===== src/hw/rtl/ascii_ppm_stream_parser_assert.svh =====
// ---------------------------------------------------------------------------
// ascii_ppm_stream_parser_assert.svh
// assertion macros for the ppm stream parser
// ---------------------------------------------------------------------------
`ifndef ASCII_PPM_STREAM_PARSER_ASSERT_SVH
`define ASCII_PPM_STREAM_PARSER_ASSERT_SVH

`ifndef ASSERT_OFF

// same-cycle implication
`define ASSERT_IMPLIES(lbl, clk_s, rst_s, ante, cons) \
  lbl: assert property (@(posedge clk_s) disable iff (rst_s) (ante) |-> (cons)) \
    else $error("assertion failed");

// next-cycle implication
`define ASSERT_NEXT(lbl, clk_s, rst_s, ante, cons) \
  lbl: assert property (@(posedge clk_s) disable iff (rst_s) (ante) |=> (cons)) \
    else $error("assertion failed");

`else

`define ASSERT_IMPLIES(lbl, clk_s, rst_s, ante, cons)
`define ASSERT_NEXT(lbl, clk_s, rst_s, ante, cons)

`endif

`endif


===== src/hw/rtl/ppm_pkg.sv =====
// ---------------------------------------------------------------------------
// ppm_pkg
// constants and types for the ascii ppm stream parser
// ---------------------------------------------------------------------------
`timescale 1ns / 1ps

package ppm_pkg;

  // sizes
  localparam int SAMPLE_BITS = 16;
  localparam int MAX_DIM     = 4096;
  localparam int DIM_W       = $clog2(MAX_DIM + 1);
  localparam int ACC_EXT_W   = SAMPLE_BITS + 4;
  localparam int KIND_W      = 3;
  localparam int POS_W       = 12;

  localparam logic [SAMPLE_BITS-1:0] SAMPLE_MAX = {SAMPLE_BITS{1'b1}};

  // characters
  localparam logic [7:0] CH_HASH  = 8'h23;
  localparam logic [7:0] CH_P     = 8'h50;
  localparam logic [7:0] CH_3     = 8'h33;
  localparam logic [7:0] CH_TAB   = 8'h09;
  localparam logic [7:0] CH_SPACE = 8'h20;
  localparam logic [7:0] CH_NL    = 8'h0a;
  localparam logic [7:0] CH_ZERO  = 8'h30;
  localparam logic [7:0] CH_NINE  = 8'h39;

  // result kinds
  localparam logic [KIND_W-1:0] KIND_WIDTH  = 3'd0;
  localparam logic [KIND_W-1:0] KIND_HEIGHT = 3'd1;
  localparam logic [KIND_W-1:0] KIND_MAXVAL = 3'd2;
  localparam logic [KIND_W-1:0] KIND_PIXEL  = 3'd3;
  localparam logic [KIND_W-1:0] KIND_ERROR  = 3'd4;

  // one result item
  typedef struct packed {
    logic [KIND_W-1:0]      kind;
    logic [SAMPLE_BITS-1:0] value;
    logic [SAMPLE_BITS-1:0] red;
    logic [SAMPLE_BITS-1:0] green;
    logic [SAMPLE_BITS-1:0] blue;
    logic [POS_W-1:0]       row;
    logic [POS_W-1:0]       column;
  } result_t;

endpackage


===== src/hw/rtl/ascii_ppm_stream_parser.sv =====
// ---------------------------------------------------------------------------
// ascii_ppm_stream_parser
// byte-wide parser for plain-text p3 images: header numbers and pixels
// ---------------------------------------------------------------------------
// usage:
//   s_axis carries one character per transfer in tdata[7:0]; tlast marks the
//   end of the file and closes any open number (its tdata is ignored).
//   m_axis carries at most one result per input transfer: tuser holds the
//   kind (width, height, maxval, pixel, format error), tdata holds value,
//   red, green, blue, row and column.
//   the result of an accepted character is registered and shown on m_axis
//   in the cycle after it is accepted.
//   throughput is one character per cycle while no result waits on a stalled
//   receiver; the per-character update is a state step plus one multiply-by-ten add.
//   when the receiver stalls with a result waiting, s_axis_tready drops
//   until that result is taken; a transfer that gives no result leaves
//   m_axis_tvalid low.
//   reset clears the parser state and drops any pending result; the block
//   is then waiting for the first header line. end of stream also returns
//   the parser to that state.
// ---------------------------------------------------------------------------
`timescale 1ns / 1ps

`include "ascii_ppm_stream_parser_assert.svh"

module ascii_ppm_stream_parser
  import ppm_pkg::*;
(
  input  logic        clk,
  input  logic        rst,
  input  logic        s_axis_tvalid,
  output logic        s_axis_tready,
  input  logic [7:0]  s_axis_tdata,   // byte_req
  input  logic        s_axis_tlast,   // end_of_stream
  output logic        m_axis_tvalid,
  input  logic        m_axis_tready,
  output logic [87:0] m_axis_tdata,   // value, red, green, blue, row, column
  output logic [2:0]  m_axis_tuser    // kind
);

  // header phase codes
  localparam logic [2:0] PH_LINE_START  = 3'd0;
  localparam logic [2:0] PH_HDR_COMMENT = 3'd1;
  localparam logic [2:0] PH_SAW_P       = 3'd2;
  localparam logic [2:0] PH_BODY        = 3'd3;
  localparam logic [2:0] PH_ERROR       = 3'd4;

  // parser state
  logic [2:0]             phase, phase_next;
  logic                   comment_skip, comment_skip_next;
  logic                   in_number, in_number_next;
  logic [SAMPLE_BITS-1:0] accumulator, accumulator_next;
  logic [1:0]             header_count, header_count_next;
  logic [1:0]             color_index, color_index_next;
  logic [DIM_W-1:0]       image_width, image_width_next;
  logic [DIM_W-1:0]       image_height, image_height_next;
  logic [DIM_W-1:0]       row_index, row_index_next;
  logic [DIM_W-1:0]       column_index, column_index_next;
  logic [SAMPLE_BITS-1:0] held_red, held_red_next;
  logic [SAMPLE_BITS-1:0] held_green, held_green_next;

  // result register
  logic    out_valid;
  result_t out_data;

  logic    res_valid;
  result_t res;
  logic    do_close;
  logic    accept;
  logic [7:0] ch;
  logic [ACC_EXT_W-1:0] acc_ext;
  logic [ACC_EXT_W-1:0] acc_sum;
  logic [DIM_W-1:0]     clamped;
  logic [DIM_W-1:0]     column_inc;

  assign accept        = s_axis_tvalid && s_axis_tready;
  assign s_axis_tready = !out_valid || m_axis_tready;
  assign ch            = s_axis_tdata;

  // accumulator times ten plus digit
  assign acc_ext = {{(ACC_EXT_W - SAMPLE_BITS){1'b0}}, accumulator};
  assign acc_sum = (acc_ext << 3) + (acc_ext << 1)
                 + {{(ACC_EXT_W - 8){1'b0}}, ch - CH_ZERO};

  // header dimension clamp
  assign clamped = (accumulator > SAMPLE_BITS'(MAX_DIM)) ? DIM_W'(MAX_DIM)
                                                         : accumulator[DIM_W-1:0];
  assign column_inc = column_index + 1'b1;

  // next state and result for one character
  always_comb begin
    phase_next        = phase;
    comment_skip_next = comment_skip;
    in_number_next    = in_number;
    accumulator_next  = accumulator;
    header_count_next = header_count;
    color_index_next  = color_index;
    image_width_next  = image_width;
    image_height_next = image_height;
    row_index_next    = row_index;
    column_index_next = column_index;
    held_red_next     = held_red;
    held_green_next   = held_green;
    res_valid         = 1'b0;
    res               = '0;
    do_close          = 1'b0;

    if (s_axis_tlast) begin
      if (phase == PH_BODY) begin
        do_close = in_number;
      end else if (phase != PH_ERROR) begin
        res_valid = 1'b1;
        res.kind  = KIND_ERROR;
      end
    end else begin
      unique case (phase)
        PH_LINE_START: begin
          if (ch == CH_HASH) begin
            phase_next = PH_HDR_COMMENT;
          end else if (ch == CH_P) begin
            phase_next = PH_SAW_P;
          end else begin
            phase_next = PH_ERROR;
            res_valid  = 1'b1;
            res.kind   = KIND_ERROR;
          end
        end
        PH_HDR_COMMENT: begin
          if (ch == CH_NL) phase_next = PH_LINE_START;
        end
        PH_SAW_P: begin
          if (ch == CH_3) begin
            phase_next = PH_BODY;
          end else begin
            phase_next = PH_ERROR;
            res_valid  = 1'b1;
            res.kind   = KIND_ERROR;
          end
        end
        PH_BODY: begin
          if (comment_skip) begin
            if (ch == CH_NL) comment_skip_next = 1'b0;
          end else if (ch == CH_HASH) begin
            do_close          = in_number;
            comment_skip_next = 1'b1;
          end else if (ch == CH_TAB || ch == CH_SPACE || ch == CH_NL) begin
            do_close = in_number;
          end else if (ch >= CH_ZERO && ch <= CH_NINE) begin
            accumulator_next = (acc_sum > ACC_EXT_W'(SAMPLE_MAX)) ? SAMPLE_MAX
                                                                 : acc_sum[SAMPLE_BITS-1:0];
            in_number_next   = 1'b1;
          end
        end
        default: begin
          phase_next = PH_ERROR;
        end
      endcase
    end

    // close the open number
    if (do_close) begin
      in_number_next   = 1'b0;
      accumulator_next = '0;
      if (header_count != 2'd3) begin
        res_valid         = 1'b1;
        res.kind          = {1'b0, header_count};
        res.value         = accumulator;
        header_count_next = header_count + 1'b1;
        if (header_count == 2'd0) image_width_next = clamped;
        if (header_count == 2'd1) image_height_next = clamped;
      end else if (color_index == 2'd0) begin
        held_red_next    = accumulator;
        color_index_next = 2'd1;
      end else if (color_index == 2'd1) begin
        held_green_next  = accumulator;
        color_index_next = 2'd2;
      end else begin
        color_index_next = 2'd0;
        if (row_index < image_height) begin
          res_valid  = 1'b1;
          res.kind   = KIND_PIXEL;
          res.red    = held_red;
          res.green  = held_green;
          res.blue   = accumulator;
          res.row    = row_index[POS_W-1:0];
          res.column = column_index[POS_W-1:0];
          if (column_inc >= image_width) begin
            column_index_next = '0;
            row_index_next    = row_index + 1'b1;
          end else begin
            column_index_next = column_inc;
          end
        end
      end
    end

    // end of stream returns everything to the start
    if (s_axis_tlast) begin
      phase_next        = PH_LINE_START;
      comment_skip_next = 1'b0;
      in_number_next    = 1'b0;
      accumulator_next  = '0;
      header_count_next = '0;
      color_index_next  = '0;
      image_width_next  = '0;
      image_height_next = '0;
      row_index_next    = '0;
      column_index_next = '0;
      held_red_next     = '0;
      held_green_next   = '0;
    end
  end

  // state registers
  always_ff @(posedge clk) begin
    if (rst) begin
      phase        <= PH_LINE_START;
      comment_skip <= 1'b0;
      in_number    <= 1'b0;
      accumulator  <= '0;
      header_count <= '0;
      color_index  <= '0;
      image_width  <= '0;
      image_height <= '0;
      row_index    <= '0;
      column_index <= '0;
      held_red     <= '0;
      held_green   <= '0;
    end else if (accept) begin
      phase        <= phase_next;
      comment_skip <= comment_skip_next;
      in_number    <= in_number_next;
      accumulator  <= accumulator_next;
      header_count <= header_count_next;
      color_index  <= color_index_next;
      image_width  <= image_width_next;
      image_height <= image_height_next;
      row_index    <= row_index_next;
      column_index <= column_index_next;
      held_red     <= held_red_next;
      held_green   <= held_green_next;
    end
  end

  // output register
  always_ff @(posedge clk) begin
    if (rst) begin
      out_valid <= 1'b0;
    end else if (accept) begin
      out_valid <= res_valid;
    end else if (m_axis_tready) begin
      out_valid <= 1'b0;
    end
  end

  always_ff @(posedge clk) begin
    if (accept) begin
      out_data <= res;
    end
  end

  assign m_axis_tvalid = out_valid;
  assign m_axis_tuser  = out_data.kind;
  assign m_axis_tdata  = {out_data.column, out_data.row, out_data.blue,
                          out_data.green, out_data.red, out_data.value};

  // checks
  `ASSERT_NEXT(a_eos_restarts, clk, rst, accept && s_axis_tlast,
    phase == PH_LINE_START && !in_number && header_count == 2'd0)
  `ASSERT_IMPLIES(a_number_in_body, clk, rst, in_number, phase == PH_BODY)
  `ASSERT_IMPLIES(a_comment_in_body, clk, rst, comment_skip, phase == PH_BODY)

endmodule


===== config.mk =====
export PLATFORM = sky130hd
export DESIGN_NAME = ascii_ppm_stream_parser
export DESIGN_NICKNAME = d
export VERILOG_FILES = /design/src/hw/rtl/ppm_pkg.sv /design/src/hw/rtl/ascii_ppm_stream_parser.sv
export VERILOG_INCLUDE_DIRS = /design/src /design/src/hw/rtl
export SDC_FILE = /design/constraint.sdc
export NUM_CORES = 1
export LEC_CHECK = 0
export BUFFER_PORTS_ARGS = -buffer_cell sky130_fd_sc_hd__buf_2
export CAP_MARGIN = 10
export CELL_PAD_IN_SITES_DETAIL_PLACEMENT = 1
export CELL_PAD_IN_SITES_GLOBAL_PLACEMENT = 1
export CORE_UTILIZATION = 46
export DETAILED_ROUTE_END_ITERATION = 12
export PLACE_DENSITY_LB_ADDON = 0.1
export SETUP_SLACK_MARGIN = 0.3
export SYNTH_ARGS = -nofsm -noshare
export SYNTH_HDL_FRONTEND = slang
export SYNTH_SLANG_ARGS = --single-unit

===== constraint.sdc =====
create_clock -name clk -period 4.04 [get_ports clk]
set_input_delay 0.202 -clock clk [delete_from_list [all_inputs] [get_ports clk]]
set_output_delay 0.202 -clock clk [all_outputs]
set_load 0.01 [all_outputs]

Yosys cells after proc, flatten, opt, wreduce, memory -nomap -nowiden. Index checks and enable logic that the tools add are counted.

Add/sub/neg operators: 6. $lt $le $gt $ge: 6. Eq/ne operators: 21. Muxes and demuxes: 103. Bitwise logic cells: 2. Reduce and logical (&&, ||, !) cells: 34.

Operators with widths (number): 13-bit two-way mux (23); 16-bit two-way mux (18); 72-bit two-way mux (4); 91-bit two-way mux (1); 3-bit two-way mux (15); 1-bit two-way mux (31); 13-bit by 1-bit adder with 13-bit output (second input constant) (2); 8-bit by 6-bit == test with 1-bit output (second input constant) (3); 19-bit by 17-bit adder with 20-bit output (1); 20-bit by 8-bit adder with 20-bit output (1); 20-bit by 16-bit greater-than comparator with 1-bit output (second input constant) (1); 2-bit nonzero test (10); 8-bit by 4-bit == test with 1-bit output (second input constant) (2); 16-bit by 13-bit greater-than comparator with 1-bit output (second input constant) (1); 2-bit two-way mux (8); 13-bit >= comparator (1); 13-bit < comparator (1); 3-bit inequality test (second input constant) (4); 3-bit case mux with 4 select lines (1); 4-bit AND reduction (3); 6-bit AND reduction (2); 2-bit inequality test (second input constant) (5); 3-bit AND reduction (3); 8-bit by 7-bit == test with 1-bit output (second input constant) (1); 21 further kinds (30).

Register bits after elaboration: 201. Bits of input ports: 13. Output and inout port bits: 93. Logic and storage cells: 192.

Depth between registers and ports, before layout.
Word-level depth: 11. Mapped depth: 15. Gate-level depth less buffers: 13.

Least setup slack after synthesis. Ideal clock, no wire load.

Kind: register to register. From: reg column_index[0]. To: reg column_index[1]. Setup time: 0.070 ns. Data arrival time: 3.357 ns. Required time: 3.970 ns. Slack: 0.613 ns. Cell stages (with the launch flop): 15. Path buffers: 1. Period minus slack after synthesis: 3.427 ns. Cell sequence: dfxtp_1 > ha_1 > and3_1 > and3_1 > nand3_1 > xnor2_1 > ha_1 > nand2_1 > nor2_1 > a2111oi_0 > o21ai_1 > nor2_1 > clkbuf_1 > or3b_2 > a21oi_1.

Longest elaborated chain between the ends: 9.

RTL lines: start, declared (RTL line ascii_ppm_stream_parser.sv:58) `logic [DIM_W-1:0] column_index, column_index_next;`; start signal, assigned (RTL line ascii_ppm_stream_parser.sv:239) `column_index <= column_index_next;`; 13-bit by 1-bit adder with 13-bit output * (RTL line ascii_ppm_stream_parser.sv:88) `assign column_inc = column_index + 1'b1;`; 13-bit >= comparator (RTL line ascii_ppm_stream_parser.sv:187) `if (column_inc >= image_width) begin`; 13-bit two-way mux * (RTL line ascii_ppm_stream_parser.sv:187); 13-bit two-way mux * (RTL line ascii_ppm_stream_parser.sv:179) `if (row_index < image_height) begin`; 13-bit two-way mux * (RTL line ascii_ppm_stream_parser.sv:174) `end else if (color_index == 2'd1) begin`; 13-bit two-way mux * (RTL line ascii_ppm_stream_parser.sv:171) `end else if (color_index == 2'd0) begin`; 13-bit two-way mux * (RTL line ascii_ppm_stream_parser.sv:164) `if (header_count != 2'd3) begin`; 13-bit two-way mux * (RTL line ascii_ppm_stream_parser.sv:161) `if (do_close) begin`; 13-bit two-way mux * (RTL line ascii_ppm_stream_parser.sv:198) `if (s_axis_tlast) begin`.

Mark *: on every way between the ends. The rest lies on a longest branch, timed or not. The select of a mux whose other input is x is not followed. A chain may end at the register's enable or synchronous reset.

Final worst setup path.
From: reg column_index[2]. To: reg column_index[8].

The elaborated chain is that of the path after synthesis.

==> flow_results.xml <==
<?xml version="1.0" encoding="UTF-8"?>
<metrics>
  <group name="setup_path">
    <metric name="crit_path_max_fanout" unit="">28</metric>
    <metric name="crit_required" unit="ns">4.44</metric>
    <metric name="critPathKind" unit="">flop to flop</metric>
    <metric name="r2r-end" unit="">column_index[8]$_SDFFE_PP0P_</metric>
    <metric name="timing.rr.start" unit="">column_index[2]$_SDFFE_PP0P_</metric>
    <metric name="timing.critical_path.to_type" unit="">flop</metric>
    <metric name="cp.arrival" unit="ns">3.92</metric>
    <metric name="r2r_cells" unit="">13</metric>
    <metric name="start_kind" unit="">flop</metric>
    <metric name="r2r_slack" unit="ns">0.52</metric>
  </group>
  <group name="final_layout">
    <metric name="final_common_cell" unit="">sky130_fd_sc_hd__dfxtp_1</metric>
    <metric name="final_nets" unit="">1156</metric>
    <metric name="drive_above_1_share" unit="">0.179</metric>
    <metric name="syn_to_final_growth" unit="%">16.3</metric>
    <metric name="layout.cells.most_common_list" unit="">109 x sky130_fd_sc_hd__dfxtp_1, 105 x sky130_fd_sc_hd__buf_2, 100 x sky130_fd_sc_hd__and3_1, 91 x sky130_fd_sc_hd__edfxtp_1</metric>
  </group>
  <group name="routing">
    <metric name="via_count" unit="">8061</metric>
    <metric name="drcViolationCount" unit="">0</metric>
    <metric name="postRouteWirelength" unit="mm">27.7</metric>
    <metric name="drt_iter0_markers" unit="">455</metric>
    <metric name="dr.pass1.iters" unit="">5</metric>
    <metric name="drt.antenna.violating_nets" unit="">0</metric>
    <metric name="route.detailed.vias_per_inst" unit="">5.90</metric>
    <metric name="wl_per_instance" unit="µm">20.2</metric>
  </group>
  <group name="global_routing">
    <metric name="met2_track_utilization_from_global_routing" unit="">0.401</metric>
    <metric name="met1_usage" unit="">0.355</metric>
    <metric name="grt_antenna_before_repair" unit="">0</metric>
    <metric name="grt_use_met3" unit="">0.0321</metric>
    <metric name="vias_in_the_first_global_route" unit="">7979</metric>
    <metric name="global_route_wire_length_before_repair" unit="mm">43.8</metric>
    <metric name="grt.overflow.total" unit="">0</metric>
    <metric name="grt-busiest-layer" unit="">met2</metric>
    <metric name="gr-usage-all-layers" unit="">0.251</metric>
    <metric name="pin_count_of_the_biggest_net_entering_global_routing" unit="">61</metric>
  </group>
  <group name="synth">
    <metric name="seq_area_frac_synth" unit="">0.496</metric>
    <metric name="syn_area" unit="µm²">9940</metric>
    <metric name="synthXorXnorAreaFrac" unit="">0.0211</metric>
    <metric name="synth_seq_cells" unit="">201</metric>
    <metric name="yosys.cell_types.count" unit="">73</metric>
    <metric name="area_fraction_in_and_or_nand_and_nor_cells_after_synthesis" unit="">0.183</metric>
    <metric name="synth_top_family_by_area" unit="">simple AND/OR/NAND/NOR gates</metric>
    <metric name="synth_compound_area_frac" unit="">0.160</metric>
    <metric name="synth-adder-area-share" unit="">0.0888</metric>
    <metric name="synth.net_count" unit="">1049</metric>
    <metric name="postSynthAreaPerCell" unit="µm²">10.3</metric>
    <metric name="post-synth-top-area-fraction" unit="">0.275</metric>
    <metric name="number_of_synthesized_flops_with_an_enable_pin" unit="">91</metric>
    <metric name="largest_cells_by_area_after_synthesis" unit="">sky130_fd_sc_hd__edfxtp_1 27%, sky130_fd_sc_hd__dfxtp_1 22%, sky130_fd_sc_hd__ha_1 7.7%</metric>
    <metric name="ys_dominant_reg_cell" unit="">sky130_fd_sc_hd__dfxtp_1</metric>
    <metric name="syn_inst" unit="">969</metric>
    <metric name="synth.largest_area_cell" unit="">sky130_fd_sc_hd__edfxtp_1</metric>
    <metric name="yosys_warnings" unit="">0</metric>
    <metric name="muxShareOfSynthArea" unit="">0.00201</metric>
    <metric name="postSynth.asyncResetShare" unit="">0</metric>
  </group>
  <group name="floorplanning">
    <metric name="die_w" unit="µm">149</metric>
    <metric name="initial_core_util" unit="">0.472</metric>
    <metric name="std_cell_rows" unit="">53</metric>
    <metric name="core-area" unit="µm²">21100</metric>
    <metric name="fp.dieArea" unit="µm²">22200</metric>
    <metric name="die-height" unit="µm">149</metric>
    <metric name="top_level_ports" unit="">106</metric>
  </group>
  <group name="timing">
    <metric name="worst_slew_pin_slew" unit="ns">1.12</metric>
    <metric name="grt_setup_unrepaired" unit="">no</metric>
    <metric name="setup_total_neg_slack" unit="ns">0</metric>
    <metric name="hold_viol_final" unit="">0</metric>
    <metric name="final_setup_violations" unit="">0</metric>
    <metric name="timing.final.max_slew_violations" unit="">0</metric>
    <metric name="setup_ws" unit="ns">0.519</metric>
    <metric name="fin_worst_skew" unit="ns">0.00703</metric>
    <metric name="relSlewSlack" unit="">0.255</metric>
    <metric name="finalHoldWorstSlack" unit="ns">0.100</metric>
    <metric name="final.min_clock_period" unit="ns">3.52</metric>
    <metric name="fin_crit_sh" unit="">0.872</metric>
    <metric name="timing.fmax" unit="MHz">284</metric>
  </group>
  <group name="clock_tree">
    <metric name="clock_buffer_count_from_cts" unit="">21</metric>
    <metric name="cts_root_buffer" unit="">sky130_fd_sc_hd__clkbuf_16</metric>
    <metric name="post_cts_buffers" unit="">0</metric>
    <metric name="cts_buffer_depth" unit="">3</metric>
    <metric name="cts-htree-levels" unit="">1</metric>
    <metric name="cts_tree" unit="">done</metric>
    <metric name="clock_transition_time_at_the_flip_flop_clock_pins_of_the_worst_setup_and_hold_paths" unit="ns">0.06</metric>
    <metric name="cts.sink_count" unit="">201</metric>
    <metric name="clk-insertion-delay-late" unit="ns">0.50</metric>
  </group>
  <group name="power">
    <metric name="cellPowerDensity" unit="nW/µm²">405</metric>
    <metric name="power_leakage" unit="µW">0.00486</metric>
    <metric name="ir_drop_worst_case_vdd" unit="mV">0.271</metric>
  </group>
  <group name="placement">
    <metric name="pre_cts_ws" unit="ns">0.248</metric>
    <metric name="place_hpwl" unit="mm">19.3</metric>
    <metric name="globalplace.congestion" unit="">0.854</metric>
    <metric name="placement.io_buffers" unit="">105</metric>
  </group>
  <group name="hold_path">
    <metric name="min-delay-path-class" unit="">input pin to flop</metric>
    <metric name="min_to" unit="">accumulator[0]$_SDFFE_PP0P_</metric>
    <metric name="cells_on_worst_hold_path" unit="">3</metric>
    <metric name="worst_hold_startpoint" unit="">s_axis_tdata[0]</metric>
  </group>
  <group name="flow_run">
    <metric name="drv_cap" unit="">0</metric>
  </group>
  <group name="run_status">
    <metric name="status" unit="">finished clean</metric>
  </group>
</metrics>
==> critical path, stage by stage, from the launching register on <==
cell and delay (ns):
sky130_fd_sc_hd__dfxtp_1 0.41, sky130_fd_sc_hd__and3_1 0.26, sky130_fd_sc_hd__and3_1 0.25, sky130_fd_sc_hd__and3_1 0.30
sky130_fd_sc_hd__nand3_1 0.12, sky130_fd_sc_hd__xnor2_1 0.24, sky130_fd_sc_hd__ha_1 0.29, sky130_fd_sc_hd__a21o_1 0.18
sky130_fd_sc_hd__a211oi_1 0.38, sky130_fd_sc_hd__o21ai_4 0.18, sky130_fd_sc_hd__nor2_2 0.20, sky130_fd_sc_hd__buf_6 0.25
sky130_fd_sc_hd__a21oi_1 0.11, sky130_fd_sc_hd__o32ai_1 0.25
==> layout make-up <==
class	instances	area (µm²)
tap	275	344
clock inverter	4	18.8
inverter	57	216
antenna	1	2.50
clock buffer	33	674
multi-input combinational	656	4570
timing repair buffer	139	800
sequential	201	4940
fill	2359	9520
==> routing by layer <==
layer | share of wire | routed length, µm
met1 | 0.47 | 13000
met2 | 0.46 | 12800
met3 | 0.043 | 1180
met4 | 0.024 | 663
met5 | 0 | 0
==> power by group <==
part           switching (µW)  total (µW)  internal (µW)
clock network             802        1950           1150
registers                42.3        2230           2190
logic                     335         513            178
total                    1180        4690           3510
==> registers in the layout, indices dropped and copies added (netlist names) <==
signal         count
phase              3
comment_skip       1
m_axis_tuser       3
held_green        16
held_red          16
m_axis_tdata      88
color_index        2
row_index         13
column_index      13
in_number          1
header_count       2
image_width       13
image_height      13
accumulator       16
m_axis_tvalid      1
==> stage by stage <==
step | util | std cells | total power (µW) | area [µm²]
floorplan | - | 969 | 2570 | 9940
global placement | 0.513 | 1327 | 2760 | 10800
detailed placement | 0.513 | 1327 | 2780 | 10800
CTS | 0.547 | 1365 | 4710 | 11500
global route | 0.548 | 1365 | 4840 | 11600
finish | 0.548 | 1366 | 4690 | 11600
==> worst max-delay path by stage <==
stage,cells after the start,startpoint,endpoint,slack [ns]
floorplan,14,column_index[0]$_SDFFE_PP0P_,column_index[1]$_SDFFE_PP0P_,0.61
global placement,13,column_index[0]$_SDFFE_PP0P_,row_index[9]$_SDFFE_PP0P_,0.46
detailed placement,13,column_index[0]$_SDFFE_PP0P_,row_index[1]$_SDFFE_PP0P_,0.25
CTS,14,column_index[0]$_SDFFE_PP0P_,column_index[8]$_SDFFE_PP0P_,0.30
global route,12,column_index[2]$_SDFFE_PP0P_,row_index[1]$_SDFFE_PP0P_,0.29
finish,13,column_index[2]$_SDFFE_PP0P_,column_index[8]$_SDFFE_PP0P_,0.52
==> logic make-up (layout without fill, tap and decap cells) <==
family                     Yosys count  count (layout)
muxes                                2               2
buffers and inverters              112             233
other                                0               1
AOI/OAI and AO/OA                  232             232
DFF                                201             201
xor gates and xnor gates            24              24
and+or+nand+nor                    331             331
adders and majority gates           67              67
==> cells in the mapped netlist, drive strengths merged (5+ instances only) <==
cell type  number
nand2          58
a22o           32
xor2            7
nor2           40
o32ai           6
nand3          49
a211oi          7
a21o            8
edfxtp         91
nor3b           6
clkbuf         37
dfxtp         110
o31ai          13
fa              6
o21ai          62
a221oi          7
o211ai          7
a21oi          48
buf            18
xnor2          17
and2            5
ha             61
nor3           14
nand2b          9
or4            14
inv            57
nor4            8
nand4           6
and3          101
a31oi          14
==> repair_timing <==
item / CTS / global route
setup endpoints to repair: 13 / 26
cloned: 0 / 0
hold endpoints to repair: 1 / 0
hold buffers: 1 / 0
pin swaps: 0 / 2
gates resized for setup: 1 / 10
Note: power is estimated with default switching activity, not from simulation.
